`config.mk`:
```
export PLATFORM = sky130hd
export DESIGN_NAME = partition_table_checker_top_flat
export DESIGN_NICKNAME = d
export VERILOG_FILES = /design/src/rtl/core/ptc_pkg.sv /design/src/rtl/core/ptc_ifs.sv /design/src/rtl/core/ptc_ram.sv /design/src/rtl/core/ptc_seq.sv /design/src/rtl/core/partition_table_checker_top.sv /design/src/flat_wrapper.sv
export SDC_FILE = /design/constraint.sdc
export NUM_CORES = 2
export LEC_CHECK = 0
export BUFFER_PORTS_ARGS = -buffer_cell sky130_fd_sc_hd__buf_2
export CELL_PAD_IN_SITES_DETAIL_PLACEMENT = 2
export CELL_PAD_IN_SITES_GLOBAL_PLACEMENT = 2
export CORE_UTILIZATION = 41
export DETAILED_ROUTE_END_ITERATION = 6
export PLACE_DENSITY_LB_ADDON = 0.1
export SLEW_MARGIN = 20
export SYNTH_ARGS = -nofsm -noshare
export SYNTH_HDL_FRONTEND = slang
export SYNTH_SLANG_ARGS = --single-unit
```
`constraint.sdc`:
```
create_clock -name clock -period 18.4 [get_ports clock]
set_input_delay 0.92 -clock clock [delete_from_list [all_inputs] [get_ports clock]]
set_output_delay 0.92 -clock clock [all_outputs]
set_load 0.01 [all_outputs]
```
`src/rtl/core/ptc_pkg.sv`:
```
package ptc_pkg;

   // width of one stored table entry: type, offset, size, flags
   localparam int ENTRY_W = 128;

   // configuration port index width
   localparam int CSR_IDX_W = 3;

   typedef enum logic [1:0] {
      ST_OK      = 2'd0,
      ST_INVALID = 2'd1,
      ST_ARG     = 2'd2,
      ST_SEQ     = 2'd3
   } status_type;

   typedef enum logic [1:0] {
      CMD_HEADER      = 2'd0,
      CMD_ENTRY       = 2'd1,
      CMD_LOOKUP_TYPE = 2'd2,
      CMD_LOOKUP_SLOT = 2'd3
   } cmd_type;

   typedef enum logic [CSR_IDX_W-1:0] {
      CSR_STORAGE_BYTES    = 3'd0,
      CSR_SECTOR_SHIFT     = 3'd1,
      CSR_EXPECTED_MAGIC   = 3'd2,
      CSR_EXPECTED_VERSION = 3'd3,
      CSR_INVALID_TYPE     = 3'd4,
      CSR_PRIMARY_TYPE     = 3'd5,
      CSR_SECONDARY_TYPE   = 3'd6
   } csr_index_type;

   typedef struct packed {
      logic [31:0] storage_bytes;
      logic [4:0]  sector_shift;
      logic [31:0] expected_magic;
      logic [31:0] expected_version;
      logic [31:0] invalid_type_code;
      logic [31:0] primary_type_code;
      logic [31:0] secondary_type_code;
   } cfg_type;

   localparam cfg_type CFG_RESET = '{
      storage_bytes:       32'd1048576,
      sector_shift:        5'd12,
      expected_magic:      32'd0,
      expected_version:    32'd1,
      invalid_type_code:   32'd0,
      primary_type_code:   32'd1,
      secondary_type_code: 32'd2
   };

endpackage

```
`src/rtl/core/ptc_ifs.sv`:
```
interface ptc_req_if;
   logic        valid;
   logic        ready;
   logic [1:0]  command;
   logic [31:0] magic_word;
   logic [31:0] version_word;
   logic [31:0] entry_count;
   logic [31:0] part_type;
   logic [31:0] part_offset;
   logic [31:0] part_size;
   logic [31:0] part_flags;
   logic [31:0] slot_id;

   modport source (output valid, command, magic_word, version_word, entry_count,
                   part_type, part_offset, part_size, part_flags, slot_id,
                   input ready);
   modport sink (input valid, command, magic_word, version_word, entry_count,
                 part_type, part_offset, part_size, part_flags, slot_id,
                 output ready);
endinterface

interface ptc_rsp_if;
   logic        valid;
   logic        ready;
   logic [1:0]  status;
   logic [31:0] found_type;
   logic [31:0] found_offset;
   logic [31:0] found_size;
   logic [31:0] found_flags;
   logic        table_complete;

   modport source (output valid, status, found_type, found_offset, found_size,
                   found_flags, table_complete,
                   input ready);
   modport sink (input valid, status, found_type, found_offset, found_size,
                 found_flags, table_complete,
                 output ready);
endinterface

interface ptc_csr_if;
   logic        valid;
   logic        ready;
   logic [2:0]  index;
   logic [31:0] data;

   modport source (output valid, index, data, input ready);
   modport sink (input valid, index, data, output ready);
endinterface

```
`src/rtl/core/ptc_ram.sv`:
```
module ptc_ram #(
   parameter int WIDTH = 128,
   parameter int DEPTH = 16,
   localparam int AW = (DEPTH > 1) ? $clog2(DEPTH) : 1
) (
   input  logic             clock,
   input  logic             we,
   input  logic [AW-1:0]    waddr,
   input  logic [WIDTH-1:0] wdata,
   input  logic [AW-1:0]    raddr,
   output logic [WIDTH-1:0] rdata
);

   logic [WIDTH-1:0] mem_ff [DEPTH];

   // one write port, one registered read port
   always_ff @(posedge clock) begin
      if (we) begin
         mem_ff[waddr] <= wdata;
      end
      rdata <= mem_ff[raddr];
   end

endmodule

```
`src/rtl/core/ptc_seq.sv`:
```
module ptc_seq
   import ptc_pkg::*;
#(
   parameter int MAX_ENTRIES = 16,
   localparam int IDX_W = (MAX_ENTRIES > 1) ? $clog2(MAX_ENTRIES) : 1,
   localparam int CNT_W = $clog2(MAX_ENTRIES + 1)
) (
   input  logic               clock,
   input  logic               reset,
   input  cfg_type            cfg,
   ptc_req_if.sink            req_chan,
   ptc_rsp_if.source          rsp_chan,
   output logic               ram_we,
   output logic [IDX_W-1:0]   ram_waddr,
   output logic [ENTRY_W-1:0] ram_wdata,
   output logic [IDX_W-1:0]   ram_raddr,
   input  logic [ENTRY_W-1:0] ram_rdata
);

   typedef enum logic [3:0] {
      S_IDLE = 4'b0001,
      S_EVAL = 4'b0010,
      S_SCAN = 4'b0100,
      S_RESP = 4'b1000
   } state_type;

   state_type   state_ff, state_in;

   // latched item
   cmd_type     cmd_ff, cmd_in;
   logic [31:0] magic_ff, magic_in;
   logic [31:0] ver_ff, ver_in;
   logic [31:0] cnt_ff, cnt_in;
   logic [31:0] ty_ff, ty_in;
   logic [31:0] off_ff, off_in;
   logic [31:0] sz_ff, sz_in;
   logic [31:0] fl_ff, fl_in;
   logic [31:0] slot_ff, slot_in;
   logic [31:0] key_ff, key_in;
   logic [32:0] end_ff, end_in;

   // table state
   logic [CNT_W-1:0] ann_ff, ann_in;
   logic [CNT_W-1:0] acc_ff, acc_in;
   logic             hdr_ff, hdr_in;
   logic             fail_ff, fail_in;

   // scan control
   logic [CNT_W-1:0] rd_idx_ff, rd_idx_in;
   logic             pend_ff, pend_in;

   // result register
   status_type  status_ff, status_in;
   logic [31:0] fnd_ty_ff, fnd_ty_in;
   logic [31:0] fnd_off_ff, fnd_off_in;
   logic [31:0] fnd_sz_ff, fnd_sz_in;
   logic [31:0] fnd_fl_ff, fnd_fl_in;

   logic [31:0] mask;
   logic [32:0] end_sum;
   logic        entry_bad;
   logic        entry_seq;
   logic        complete;
   logic [31:0] r_ty, r_off, r_sz, r_fl;
   logic [32:0] r_end;
   logic        overlap;
   logic        hit;

   // entry checks that need no stored data
   assign mask      = ~(32'hFFFF_FFFF << cfg.sector_shift);
   assign end_sum   = {1'b0, off_ff} + {1'b0, sz_ff};
   assign entry_bad = (ty_ff == cfg.invalid_type_code) || ((off_ff & mask) != 32'd0) ||
                      ((sz_ff & mask) != 32'd0) || (sz_ff == 32'd0) ||
                      (end_sum > {1'b0, cfg.storage_bytes});
   assign entry_seq = !hdr_ff || fail_ff || (acc_ff >= ann_ff) ||
                      (acc_ff >= CNT_W'(MAX_ENTRIES));
   assign complete  = hdr_ff && !fail_ff && (acc_ff == ann_ff);

   // shared compare unit on the entry read back from storage
   assign r_ty    = ram_rdata[127:96];
   assign r_off   = ram_rdata[95:64];
   assign r_sz    = ram_rdata[63:32];
   assign r_fl    = ram_rdata[31:0];
   assign r_end   = {1'b0, r_off} + {1'b0, r_sz};
   assign overlap = ({1'b0, off_ff} < r_end) && ({1'b0, r_off} < end_ff);
   assign hit     = (cmd_ff == CMD_ENTRY) ? overlap : (r_ty == key_ff);

   // storage ports
   assign ram_waddr = acc_ff[IDX_W-1:0];
   assign ram_wdata = {ty_ff, off_ff, sz_ff, fl_ff};
   assign ram_raddr = rd_idx_ff[IDX_W-1:0];

   // handshakes
   assign req_chan.ready = (state_ff == S_IDLE);
   assign rsp_chan.valid = (state_ff == S_RESP);
   assign rsp_chan.status         = status_ff;
   assign rsp_chan.found_type     = fnd_ty_ff;
   assign rsp_chan.found_offset   = fnd_off_ff;
   assign rsp_chan.found_size     = fnd_sz_ff;
   assign rsp_chan.found_flags    = fnd_fl_ff;
   assign rsp_chan.table_complete = complete;

   // sequencer
   always_comb begin
      state_in   = state_ff;
      cmd_in     = cmd_ff;
      magic_in   = magic_ff;
      ver_in     = ver_ff;
      cnt_in     = cnt_ff;
      ty_in      = ty_ff;
      off_in     = off_ff;
      sz_in      = sz_ff;
      fl_in      = fl_ff;
      slot_in    = slot_ff;
      key_in     = key_ff;
      end_in     = end_ff;
      ann_in     = ann_ff;
      acc_in     = acc_ff;
      hdr_in     = hdr_ff;
      fail_in    = fail_ff;
      rd_idx_in  = rd_idx_ff;
      pend_in    = pend_ff;
      status_in  = status_ff;
      fnd_ty_in  = fnd_ty_ff;
      fnd_off_in = fnd_off_ff;
      fnd_sz_in  = fnd_sz_ff;
      fnd_fl_in  = fnd_fl_ff;
      ram_we     = 1'b0;

      unique case (state_ff)
         S_IDLE: begin
            if (req_chan.valid) begin
               cmd_in   = cmd_type'(req_chan.command);
               magic_in = req_chan.magic_word;
               ver_in   = req_chan.version_word;
               cnt_in   = req_chan.entry_count;
               ty_in    = req_chan.part_type;
               off_in   = req_chan.part_offset;
               sz_in    = req_chan.part_size;
               fl_in    = req_chan.part_flags;
               slot_in  = req_chan.slot_id;
               state_in = S_EVAL;
            end
         end

         S_EVAL: begin
            fnd_ty_in  = 32'd0;
            fnd_off_in = 32'd0;
            fnd_sz_in  = 32'd0;
            fnd_fl_in  = 32'd0;
            rd_idx_in  = '0;
            pend_in    = 1'b0;
            state_in   = S_RESP;
            unique case (cmd_ff) inside
               CMD_HEADER: begin
                  acc_in = '0;
                  if (cfg.storage_bytes == 32'd0) begin
                     status_in = ST_ARG;
                  end else if ((magic_ff != cfg.expected_magic) ||
                               (ver_ff != cfg.expected_version) ||
                               (cnt_ff > 32'(MAX_ENTRIES))) begin
                     status_in = ST_INVALID;
                  end else begin
                     status_in = ST_OK;
                  end
                  if ((cfg.storage_bytes != 32'd0) && (magic_ff == cfg.expected_magic) &&
                      (ver_ff == cfg.expected_version) &&
                      (cnt_ff <= 32'(MAX_ENTRIES))) begin
                     ann_in  = cnt_ff[CNT_W-1:0];
                     hdr_in  = 1'b1;
                     fail_in = 1'b0;
                  end else begin
                     ann_in  = '0;
                     hdr_in  = 1'b0;
                     fail_in = 1'b1;
                  end
               end
               CMD_ENTRY: begin
                  if (entry_seq) begin
                     status_in = ST_SEQ;
                  end else if (entry_bad) begin
                     status_in = ST_INVALID;
                     fail_in   = 1'b1;
                  end else begin
                     end_in   = end_sum;
                     state_in = S_SCAN;
                  end
               end
               CMD_LOOKUP_TYPE, CMD_LOOKUP_SLOT: begin
                  if (!complete) begin
                     status_in = ST_SEQ;
                  end else if ((cmd_ff == CMD_LOOKUP_SLOT) && (slot_ff > 32'd1)) begin
                     status_in = ST_ARG;
                  end else begin
                     if (cmd_ff == CMD_LOOKUP_SLOT) begin
                        key_in = (slot_ff == 32'd0) ? cfg.primary_type_code
                                                    : cfg.secondary_type_code;
                     end else begin
                        key_in = ty_ff;
                     end
                     state_in = S_SCAN;
                  end
               end
            endcase
         end

         S_SCAN: begin
            if (pend_ff && hit) begin
               // first match ends the scan
               pend_in  = 1'b0;
               state_in = S_RESP;
               if (cmd_ff == CMD_ENTRY) begin
                  status_in = ST_INVALID;
                  fail_in   = 1'b1;
               end else begin
                  status_in  = ST_OK;
                  fnd_ty_in  = r_ty;
                  fnd_off_in = r_off;
                  fnd_sz_in  = r_sz;
                  fnd_fl_in  = r_fl;
               end
            end else if (rd_idx_ff < acc_ff) begin
               rd_idx_in = rd_idx_ff + 1'b1;
               pend_in   = 1'b1;
            end else begin
               pend_in = 1'b0;
               if (!pend_ff) begin
                  // every stored entry checked without a match
                  state_in = S_RESP;
                  if (cmd_ff == CMD_ENTRY) begin
                     ram_we    = 1'b1;
                     acc_in    = acc_ff + 1'b1;
                     status_in = ST_OK;
                  end else begin
                     status_in = ST_INVALID;
                  end
               end
            end
         end

         S_RESP: begin
            if (rsp_chan.ready) begin
               state_in = S_IDLE;
            end
         end

         default: begin
            state_in = S_IDLE;
         end
      endcase
   end

   // control state
   always_ff @(posedge clock) begin
      if (reset) begin
         state_ff  <= S_IDLE;
         ann_ff    <= '0;
         acc_ff    <= '0;
         hdr_ff    <= 1'b0;
         fail_ff   <= 1'b0;
         rd_idx_ff <= '0;
         pend_ff   <= 1'b0;
      end else begin
         state_ff  <= state_in;
         ann_ff    <= ann_in;
         acc_ff    <= acc_in;
         hdr_ff    <= hdr_in;
         fail_ff   <= fail_in;
         rd_idx_ff <= rd_idx_in;
         pend_ff   <= pend_in;
      end
   end

   // payload registers
   always_ff @(posedge clock) begin
      cmd_ff     <= cmd_in;
      magic_ff   <= magic_in;
      ver_ff     <= ver_in;
      cnt_ff     <= cnt_in;
      ty_ff      <= ty_in;
      off_ff     <= off_in;
      sz_ff      <= sz_in;
      fl_ff      <= fl_in;
      slot_ff    <= slot_in;
      key_ff     <= key_in;
      end_ff     <= end_in;
      status_ff  <= status_in;
      fnd_ty_ff  <= fnd_ty_in;
      fnd_off_ff <= fnd_off_in;
      fnd_sz_ff  <= fnd_sz_in;
      fnd_fl_ff  <= fnd_fl_in;
   end

endmodule

```
`src/rtl/core/partition_table_checker_top.sv`:
```
// channel   | dir | handshake    | payload
// ----------+-----+--------------+------------------------------------------------
// req_chan  | in  | valid/ready  | command, header words, entry fields, slot_id
// rsp_chan  | out | valid/ready  | status, found_* fields, table_complete
// csr_chan  | in  | valid/ready  | index (3 bits), data (32 bits), always ready
//
// one item at a time: a header is checked in S_EVAL, its result registered;
// an entry or lookup that passes its checks then scans the N stored entries
// through the single-read-port entry memory (one entry per cycle); an entry
// or a lookup ends early on its first match
// reset is synchronous and clears the table state; entry memory needs no clearing
// req_chan is not ready while an item is in work or its result waits on rsp_chan
module partition_table_checker_top
   import ptc_pkg::*;
#(
   parameter int MAX_ENTRIES = 16
) (
   input  logic      clock,
   input  logic      reset,
   ptc_req_if.sink   req_chan,
   ptc_rsp_if.source rsp_chan,
   ptc_csr_if.sink   csr_chan
);

   localparam int IDX_W = (MAX_ENTRIES > 1) ? $clog2(MAX_ENTRIES) : 1;

   cfg_type cfg_ff, cfg_in;

   logic               ram_we;
   logic [IDX_W-1:0]   ram_waddr;
   logic [ENTRY_W-1:0] ram_wdata;
   logic [IDX_W-1:0]   ram_raddr;
   logic [ENTRY_W-1:0] ram_rdata;

   // configuration register writes
   assign csr_chan.ready = 1'b1;

   always_comb begin
      cfg_in = cfg_ff;
      if (csr_chan.valid) begin
         unique case (csr_index_type'(csr_chan.index))
            CSR_STORAGE_BYTES:    cfg_in.storage_bytes       = csr_chan.data;
            CSR_SECTOR_SHIFT:     cfg_in.sector_shift        = csr_chan.data[4:0];
            CSR_EXPECTED_MAGIC:   cfg_in.expected_magic      = csr_chan.data;
            CSR_EXPECTED_VERSION: cfg_in.expected_version    = csr_chan.data;
            CSR_INVALID_TYPE:     cfg_in.invalid_type_code   = csr_chan.data;
            CSR_PRIMARY_TYPE:     cfg_in.primary_type_code   = csr_chan.data;
            CSR_SECONDARY_TYPE:   cfg_in.secondary_type_code = csr_chan.data;
            default: ;
         endcase
      end
   end

   always_ff @(posedge clock) begin
      if (reset) begin
         cfg_ff <= CFG_RESET;
      end else begin
         cfg_ff <= cfg_in;
      end
   end

   // sequencer with the shared compare unit
   ptc_seq #(
      .MAX_ENTRIES (MAX_ENTRIES)
   ) u_seq (
      .clock     (clock),
      .reset     (reset),
      .cfg       (cfg_ff),
      .req_chan  (req_chan),
      .rsp_chan  (rsp_chan),
      .ram_we    (ram_we),
      .ram_waddr (ram_waddr),
      .ram_wdata (ram_wdata),
      .ram_raddr (ram_raddr),
      .ram_rdata (ram_rdata)
   );

   // stored entries: type, offset, size, flags
   ptc_ram #(
      .WIDTH (ENTRY_W),
      .DEPTH (MAX_ENTRIES)
   ) u_entries (
      .clock (clock),
      .we    (ram_we),
      .waddr (ram_waddr),
      .wdata (ram_wdata),
      .raddr (ram_raddr),
      .rdata (ram_rdata)
   );

endmodule
```
`src/flat_wrapper.sv`:
```
// flat-port wrapper written by rule: the top's interface ports become plain ports
module partition_table_checker_top_flat import ptc_pkg::*;
#(
   parameter int MAX_ENTRIES = 16
)
  (clock, reset, req_chan_valid, req_chan_command, req_chan_magic_word, req_chan_version_word, req_chan_entry_count, req_chan_part_type, req_chan_part_offset, req_chan_part_size, req_chan_part_flags, req_chan_slot_id, req_chan_ready, rsp_chan_valid, rsp_chan_status, rsp_chan_found_type, rsp_chan_found_offset, rsp_chan_found_size, rsp_chan_found_flags, rsp_chan_table_complete, rsp_chan_ready, csr_chan_valid, csr_chan_index, csr_chan_data, csr_chan_ready);
  ptc_req_if req_chan_i ();
  ptc_rsp_if rsp_chan_i ();
  ptc_csr_if csr_chan_i ();
  input  logic clock;
  input  logic reset;
  input wire logic [$bits(req_chan_i.valid)-1:0] req_chan_valid;
  input wire logic [$bits(req_chan_i.command)-1:0] req_chan_command;
  input wire logic [$bits(req_chan_i.magic_word)-1:0] req_chan_magic_word;
  input wire logic [$bits(req_chan_i.version_word)-1:0] req_chan_version_word;
  input wire logic [$bits(req_chan_i.entry_count)-1:0] req_chan_entry_count;
  input wire logic [$bits(req_chan_i.part_type)-1:0] req_chan_part_type;
  input wire logic [$bits(req_chan_i.part_offset)-1:0] req_chan_part_offset;
  input wire logic [$bits(req_chan_i.part_size)-1:0] req_chan_part_size;
  input wire logic [$bits(req_chan_i.part_flags)-1:0] req_chan_part_flags;
  input wire logic [$bits(req_chan_i.slot_id)-1:0] req_chan_slot_id;
  output wire logic [$bits(req_chan_i.ready)-1:0] req_chan_ready;
  output wire logic [$bits(rsp_chan_i.valid)-1:0] rsp_chan_valid;
  output wire logic [$bits(rsp_chan_i.status)-1:0] rsp_chan_status;
  output wire logic [$bits(rsp_chan_i.found_type)-1:0] rsp_chan_found_type;
  output wire logic [$bits(rsp_chan_i.found_offset)-1:0] rsp_chan_found_offset;
  output wire logic [$bits(rsp_chan_i.found_size)-1:0] rsp_chan_found_size;
  output wire logic [$bits(rsp_chan_i.found_flags)-1:0] rsp_chan_found_flags;
  output wire logic [$bits(rsp_chan_i.table_complete)-1:0] rsp_chan_table_complete;
  input wire logic [$bits(rsp_chan_i.ready)-1:0] rsp_chan_ready;
  input wire logic [$bits(csr_chan_i.valid)-1:0] csr_chan_valid;
  input wire logic [$bits(csr_chan_i.index)-1:0] csr_chan_index;
  input wire logic [$bits(csr_chan_i.data)-1:0] csr_chan_data;
  output wire logic [$bits(csr_chan_i.ready)-1:0] csr_chan_ready;
  assign req_chan_i.valid = req_chan_valid;
  assign req_chan_i.command = req_chan_command;
  assign req_chan_i.magic_word = req_chan_magic_word;
  assign req_chan_i.version_word = req_chan_version_word;
  assign req_chan_i.entry_count = req_chan_entry_count;
  assign req_chan_i.part_type = req_chan_part_type;
  assign req_chan_i.part_offset = req_chan_part_offset;
  assign req_chan_i.part_size = req_chan_part_size;
  assign req_chan_i.part_flags = req_chan_part_flags;
  assign req_chan_i.slot_id = req_chan_slot_id;
  assign req_chan_ready = req_chan_i.ready;
  assign rsp_chan_valid = rsp_chan_i.valid;
  assign rsp_chan_status = rsp_chan_i.status;
  assign rsp_chan_found_type = rsp_chan_i.found_type;
  assign rsp_chan_found_offset = rsp_chan_i.found_offset;
  assign rsp_chan_found_size = rsp_chan_i.found_size;
  assign rsp_chan_found_flags = rsp_chan_i.found_flags;
  assign rsp_chan_table_complete = rsp_chan_i.table_complete;
  assign rsp_chan_i.ready = rsp_chan_ready;
  assign csr_chan_i.valid = csr_chan_valid;
  assign csr_chan_i.index = csr_chan_index;
  assign csr_chan_i.data = csr_chan_data;
  assign csr_chan_ready = csr_chan_i.ready;
  partition_table_checker_top #(.MAX_ENTRIES(MAX_ENTRIES)) u_core (.clock(clock), .reset(reset), .req_chan(req_chan_i), .rsp_chan(rsp_chan_i), .csr_chan(csr_chan_i));
endmodule
```
* After elaboration in Yosys (flattened, before gate mapping) *
Memories as Yosys holds them, arrays and structs flattened. A register that Yosys moved wholly into a read port is not among the register bits.
Cells that the tools add are included.

word-level totals
  bits of input ports = 298
  memories = 1
  memory bits (writable) = 2048
  register bits = 672
  latch bits = 0
  ROM bits = 0

memories
  memory                   words  bits a word  rd ports  clocked after Yosys merged registers in  wr ports  line           RTL
  u_core.u_entries.mem_ff  16     128          1         1                                        1         ptc_ram.sv:14  logic [WIDTH-1:0] mem_ff [DEPTH];

operators by class
  multiply operators = 0
  div/mod/pow operators = 0
  shifts and indexed selects = 1
  add/subtract/negate cells = 4
  bitwise gates (word level) = 6
  eq/ne operators = 37
  multiplexer cells = 67
  reductions and logical operators = 46
  magnitude comparators = 9

operator list
  kind                   number
  $mux 32                10
  $pmux 32 s2            4
  $eq 32x32->1           4
  $logic_not 32->1       3
  $reduce_bool 32->1     3
  $add 32x32->33         2
  $lt 32x33->1           2
  $and 32x32->32         2
  $ne 32x32->1           2
  $mux 5                 8
  $mux 4                 9
  $gt 33x32->1           1
  $gt 32x1->1 const B    1
  $gt 32x5->1 const B    1
  $le 32x5->1 const B    1
  $not 32->32            1
  $shl 32x5->32 const A  1
  $pmux 5 s2             2
  $mux 1                 19
  $ne 2x2->1 const B     9
  $reduce_and 2->1       9
  $mux 2                 8
  $pmux 4 s4             1
  $ne 3x3->1 const B     5
  32 further kinds       62

* Longest topological paths before layout *
  depth in word-level cells = 12
  mapped depth = 23
  depth with buffers taken out = 22

* Hierarchy *
Synthesis repeated with hierarchy kept, for this count alone.

unflattened totals
  cells, all modules = 6005
  area total of the unflattened synthesis = 111445.6 um2

by module, submodules not included
  module                       seq. area each (um2)  cells each  area each (um2)  instances
  ptc_ram                      64061.4               3365        79331.1          1
  ptc_seq                      14043.5               1949        24400.9          1
  partition_table_checker_top  3943.8                691         7713.6           1

* Least setup slack after synthesis *
Ideal clock, no wire load.

  path kind = reg2reg
  from = register u_core.u_entries.rdata[44], read port of u_core.u_entries.mem_ff
  to = register u_core.u_seq.fnd_fl_ff[0] (netlist: u_core.u_seq.rsp_chan.found_flags[0]), enable pin
  period minus slack after synthesis = 14.037 ns
  buffers on the path = 2
  slack = 4.363 ns
  setup time = 0.802 ns
  required time = 17.598 ns
  data arrival time = 13.235 ns
  stages on the path, launching flop included = 20
  cells stage by stage = dfxtp_1 ha_1 clkbuf_1 a21o_1 a21o_1 a221o_1 o2111ai_1 a31oi_1 or2_2 a221oi_1 o21ai_0 xnor2_1 ha_1 a2111o_1 a211oi_1 a2111oi_0 o22ai_1 clkbuf_1 nor2b_1 o31ai_1

on the way
  longest elaborated chain between the ends = 7

RTL lines
  element                            line            RTL
  start, declared                    ptc_ram.sv:11   output logic [WIDTH-1:0] rdata
  $add 32x32->33                     ptc_seq.sv:84   assign r_end = {1'b0, r_off} + {1'b0, r_sz};
  $lt 32x33->1                       ptc_seq.sv:85   assign overlap = ({1'b0, off_ff} < r_end) && ({1'b0, r_off} < end_ff);
  $logic_and 1x1->1                  ptc_seq.sv:85
  $mux 1                             ptc_seq.sv:86   assign hit = (cmd_ff == CMD_ENTRY) ? overlap : (r_ty == key_ff);
  $logic_and 1x1->1                  ptc_seq.sv:208  if (pend_ff && hit) begin
  $ne 2x2->1 (no source line)        -
  $reduce_and 3->1 (no source line)  -
  end signal, assigned               ptc_seq.sv:291  fnd_fl_ff <= fnd_fl_in;
  end, declared                      ptc_seq.sv:57   logic [31:0] fnd_fl_ff, fnd_fl_in;

No other way between the ends.
A chain may end at the register's enable or synchronous reset.

* Final worst setup path *
  from = register u_core.u_seq.off_ff[1]
  to = register u_core.u_seq.end_ff[20], enable pin

RTL lines
  element                            line            RTL
  start, declared                    ptc_seq.sv:35   logic [31:0] off_ff, off_in;
  start signal, assigned             ptc_seq.sv:281  off_ff <= off_in;
  $add 32x32->33                     ptc_seq.sv:71   assign end_sum = {1'b0, off_ff} + {1'b0, sz_ff};
  via u_core.u_seq.end_sum[30]       ptc_seq.sv:60   logic [32:0] end_sum;
  $gt 33x32->1                       ptc_seq.sv:74   (end_sum > {1'b0, cfg.storage_bytes});
  $logic_or 1x1->1                   ptc_seq.sv:73   ((sz_ff & mask) != 32'd0) || (sz_ff == 32'd0) ||
  $not 1->1 (no source line)         -
  $reduce_and 4->1 (no source line)  -
  end signal, assigned               ptc_seq.sv:286  end_ff <= end_in;
  end, declared                      ptc_seq.sv:40   logic [32:0] end_ff, end_in;

The timed path passes the listed nets, and every way through them passes these cells.

==> metrics <==
outcome completed; warnings from Yosys 0; post-layout minimum cycle time 6.83 ns; Arrival @ worst endpoint 7.32 ns; vias in the first global route 64170; register area share after synthesis 0.745; setup slack, reg-to-reg 11.57 ns; critical path class reg2reg; Lkg Pwr 41.2 nW; global-route wire length before repair 499 mm; CP startpoint kind register; Final setup viols 0; drt wl/cell 34.7 um; non-filler cells, final 10263; Max Cap Viol 0; Fin Setup TNS 0 ns; post-CTS setup buffer count 0; Critical Path Fanout Max 33; I/O Buffers 430; Yosys top cell by area edfxtp_1; synth top area cells edfxtp_1, mux4_2, dfxtp_1; via count 59141; Fmax 0.146 GHz; Async SR Flop Fraction 0; Root Buffer Master clkbuf_16; CTS tree built; Distinct cells, synth 80; CP peak stage delay 0.86 ns; Clock Skew 0.0505 ns; # clock sinks 2848; slowest CP cell o31ai_1; clock buffer depth 4; Final Cycle Share 0.371; layout cell share with drive strength beyond 1 0.263; Avg Inst Size Synth 19.0 sq um; EDFF count, synth 2501; Die Width 520 um; Power Density 111 mW/mm^2; P&R area growth vs syn 16.1%; Hold Crit Class in2reg; Clk Latency, worst-skew pair 0.89 ns; grt total ovfl 0; Mapped Nets 6266; DR pass1 iterations 5; Fin Hold WS 0.204 ns; critical path required time 18.89 ns; Buf/Inv on CP 2; # H-tree levels 5; Site Rows 189; ys flop type edfxtp_1; CP delay by family, top compound AO/OA/AOI/OAI gates; Post-DRT Antenna Nets 0; Slew headroom 0.238; clock-pin slew of the registers on the worst-case setup and hold paths 0.07 ns; Slew @ Worst Pin 1.14 ns; DR vias/cell 5.76; Nets 6934; CTS Buf Count 316; RePlAce Congestion 0.849; Core Region 0.266 sq mm; DRT iter0 DRCs 5494; # hold bufs at CTS 0; register bit total from synthesis 2848; largest net degree at the start of global routing 128; Total Wirelength 356 mm; Slew Limit Fails 0; IR drop worst, VDD 0.0753 mV; Placed Cells 9676; Ports 432; Synth top area share 0.682; Die ar. 0.271 sq mm; Post-Syn Instances 5794; Residual DRC 0; endpoints failing hold 0; gr usage total 0.262; Resized cells post-CTS 0; CP Capture Type register; worst-path cell chain inv_1 > fa_1 > nor2b_1 > o31ai_1 > a31oi_1 > a311oi_1 > o31ai_1 > nand2_1 > nand2_1 > a31oi_1 > xnor2_1 > ha_1 > a21o_1 > a211oi_1 > a211oi_1 > o31a_1 > or4b_4 > nor2_4 > nand4_2 > nor2_4 > buf_4; initial antenna violation count 25; starting density of the core 0.414; synthesized cell area 0.110 sq mm; Die Y 520 um; HPWL after DPL 212 mm; unrepaired setup endpoints after global routing no
kinds of logic (layout without fill, tap and decap cells):
group | Yosys count | after routing | share of synthesized area
DFF | 2848 | 2848 | 0.745
and+or+nand+nor | 977 | 977 | 0.0422
muxes | 678 | 678 | 0.134
AOI/OAI and AO/OA | 582 | 582 | 0.0317
buffers and inverters | 349 | 1275 | 0.0120
xor gates and xnor gates | 182 | 182 | 0.0145
adders and majority gates | 177 | 177 | 0.0202
other | 1 | 11 | 0.0000341
synthesized netlist by cell type (4+ instances only):
cell type / instances
mux2i_1: 38
o21a_1: 17
a31oi_1: 12
edfxtp_1: 2501
or3_1: 6
and2_1: 132
clkbuf_1: 202
nor2b_1: 17
nand4_1: 40
o21bai_1: 8
o21ai_0: 65
nor4_1: 58
inv_1: 99
dfxtp_1: 347
a221oi_1: 7
a211o_1: 9
nand3_1: 37
o22ai_1: 5
o211ai_1: 13
o31ai_1: 10
a211oi_1: 20
nand3b_1: 7
a21o_1: 43
nand2b_1: 21
buf_1: 45
or2_2: 6
and4_1: 6
xor2_1: 95
a21oi_1: 320
nor3_1: 33
nor4b_1: 5
o32ai_1: 4
and3_1: 11
nand2_1: 461
nor2_1: 122
or4_1: 6
mux4_2: 640
ha_1: 172
a22oi_1: 6
xnor2_1: 87
final cells by class:
type	count	area [sq um]
clock buffers	425	8820
well taps	3533	4420
inverters	99	372
clock inverters	151	1630
repair buffers	600	3610
diodes	10	25.0
flip-flops and latches	2848	82100
multi-input cells	2597	27000
fillers	23935	138000
per-stage QoR:
| step | worst slack [ns] | cell area [sq um] | utilization | total power, mW |
|---|---|---|---|---|
| floorplan | 4.36 | 110000 | - | 7.62 |
| global placement | 11.77 | 117000 | 0.441 | 7.88 |
| detailed placement | 11.77 | 117000 | 0.441 | 7.91 |
| CTS | 11.69 | 128000 | 0.481 | 14.4 |
| global route | 11.19 | 128000 | 0.481 | 14.6 |
| finish | 11.57 | 128000 | 0.481 | 14.2 |
layout by cell type, fill, tap and decap left out, types with 13 or more instances in the layout:
master	count
clkinv_2	45
buf_2	429
xor2_1	95
inv_6	13
a21o_1	43
clkbuf_8	38
clkbuf_16	322
nor2_1	105
clkinv_1	40
nand3_1	36
nor2_4	18
a211oi_1	20
a21oi_1	320
buf_4	156
o211ai_1	13
nor2b_1	17
edfxtp_1	2501
o21ai_0	65
clkbuf_1	65
inv_1	99
bufinv_16	28
nand2_1	461
ha_1	172
nand2b_1	21
and2_1	130
mux4_2	640
dfxtp_1	343
mux2i_1	38
o21a_1	17
xnor2_1	87
nand4_1	40
nor3_1	26
nor4_1	58
metal layers:
layer	track usage	wire (um)
met5	0	11
met2	0.456	182000
met1	0.354	150000
met3	0.0268	15400
met4	0.0620	8060
final timing paths:
path | startpoint | endpoint | depth (start not counted)
setup / recovery | u_core.u_seq.off_ff[1] | u_core.u_seq.end_ff[20] | 21
hold / removal | req_chan_part_flags[12] | u_core.u_seq.fl_ff[12] | 1
setup reg to reg | u_core.u_seq.off_ff[1] | u_core.u_seq.end_ff[20] | 21
hold reg to reg | u_core.cfg_ff[22] | u_core.cfg_ff[22] | 2
registers in the layout (all words and copies together), names as in the netlist, 32 cells and up:
register                            cells
u_core.u_entries.rdata                128
u_core.u_seq.rsp_chan.found_size       32
u_core.u_seq.rsp_chan.found_offset     32
u_core.u_seq.off_ff                    32
u_core.u_entries.mem_ff              2048
u_core.u_seq.key_ff                    32
u_core.u_seq.rsp_chan.found_type       32
u_core.u_seq.ty_ff                     32
u_core.u_seq.sz_ff                     32
u_core.u_seq.ver_ff                    32
u_core.u_seq.fl_ff                     32
u_core.cfg_ff                         197
u_core.u_seq.rsp_chan.found_flags      32
u_core.u_seq.end_ff                    33
u_core.u_seq.slot_ff                   32
u_core.u_seq.cnt_ff                    32
u_core.u_seq.magic_ff                  32
report_power, final:
part / internal, mW / switching (mW)
logic: 0.155 / 0.363
clock network: 3.78 / 2.68
registers: 7.16 / 0.0996
total: 11.1 / 3.14
(Power assumes the default switching activity.)
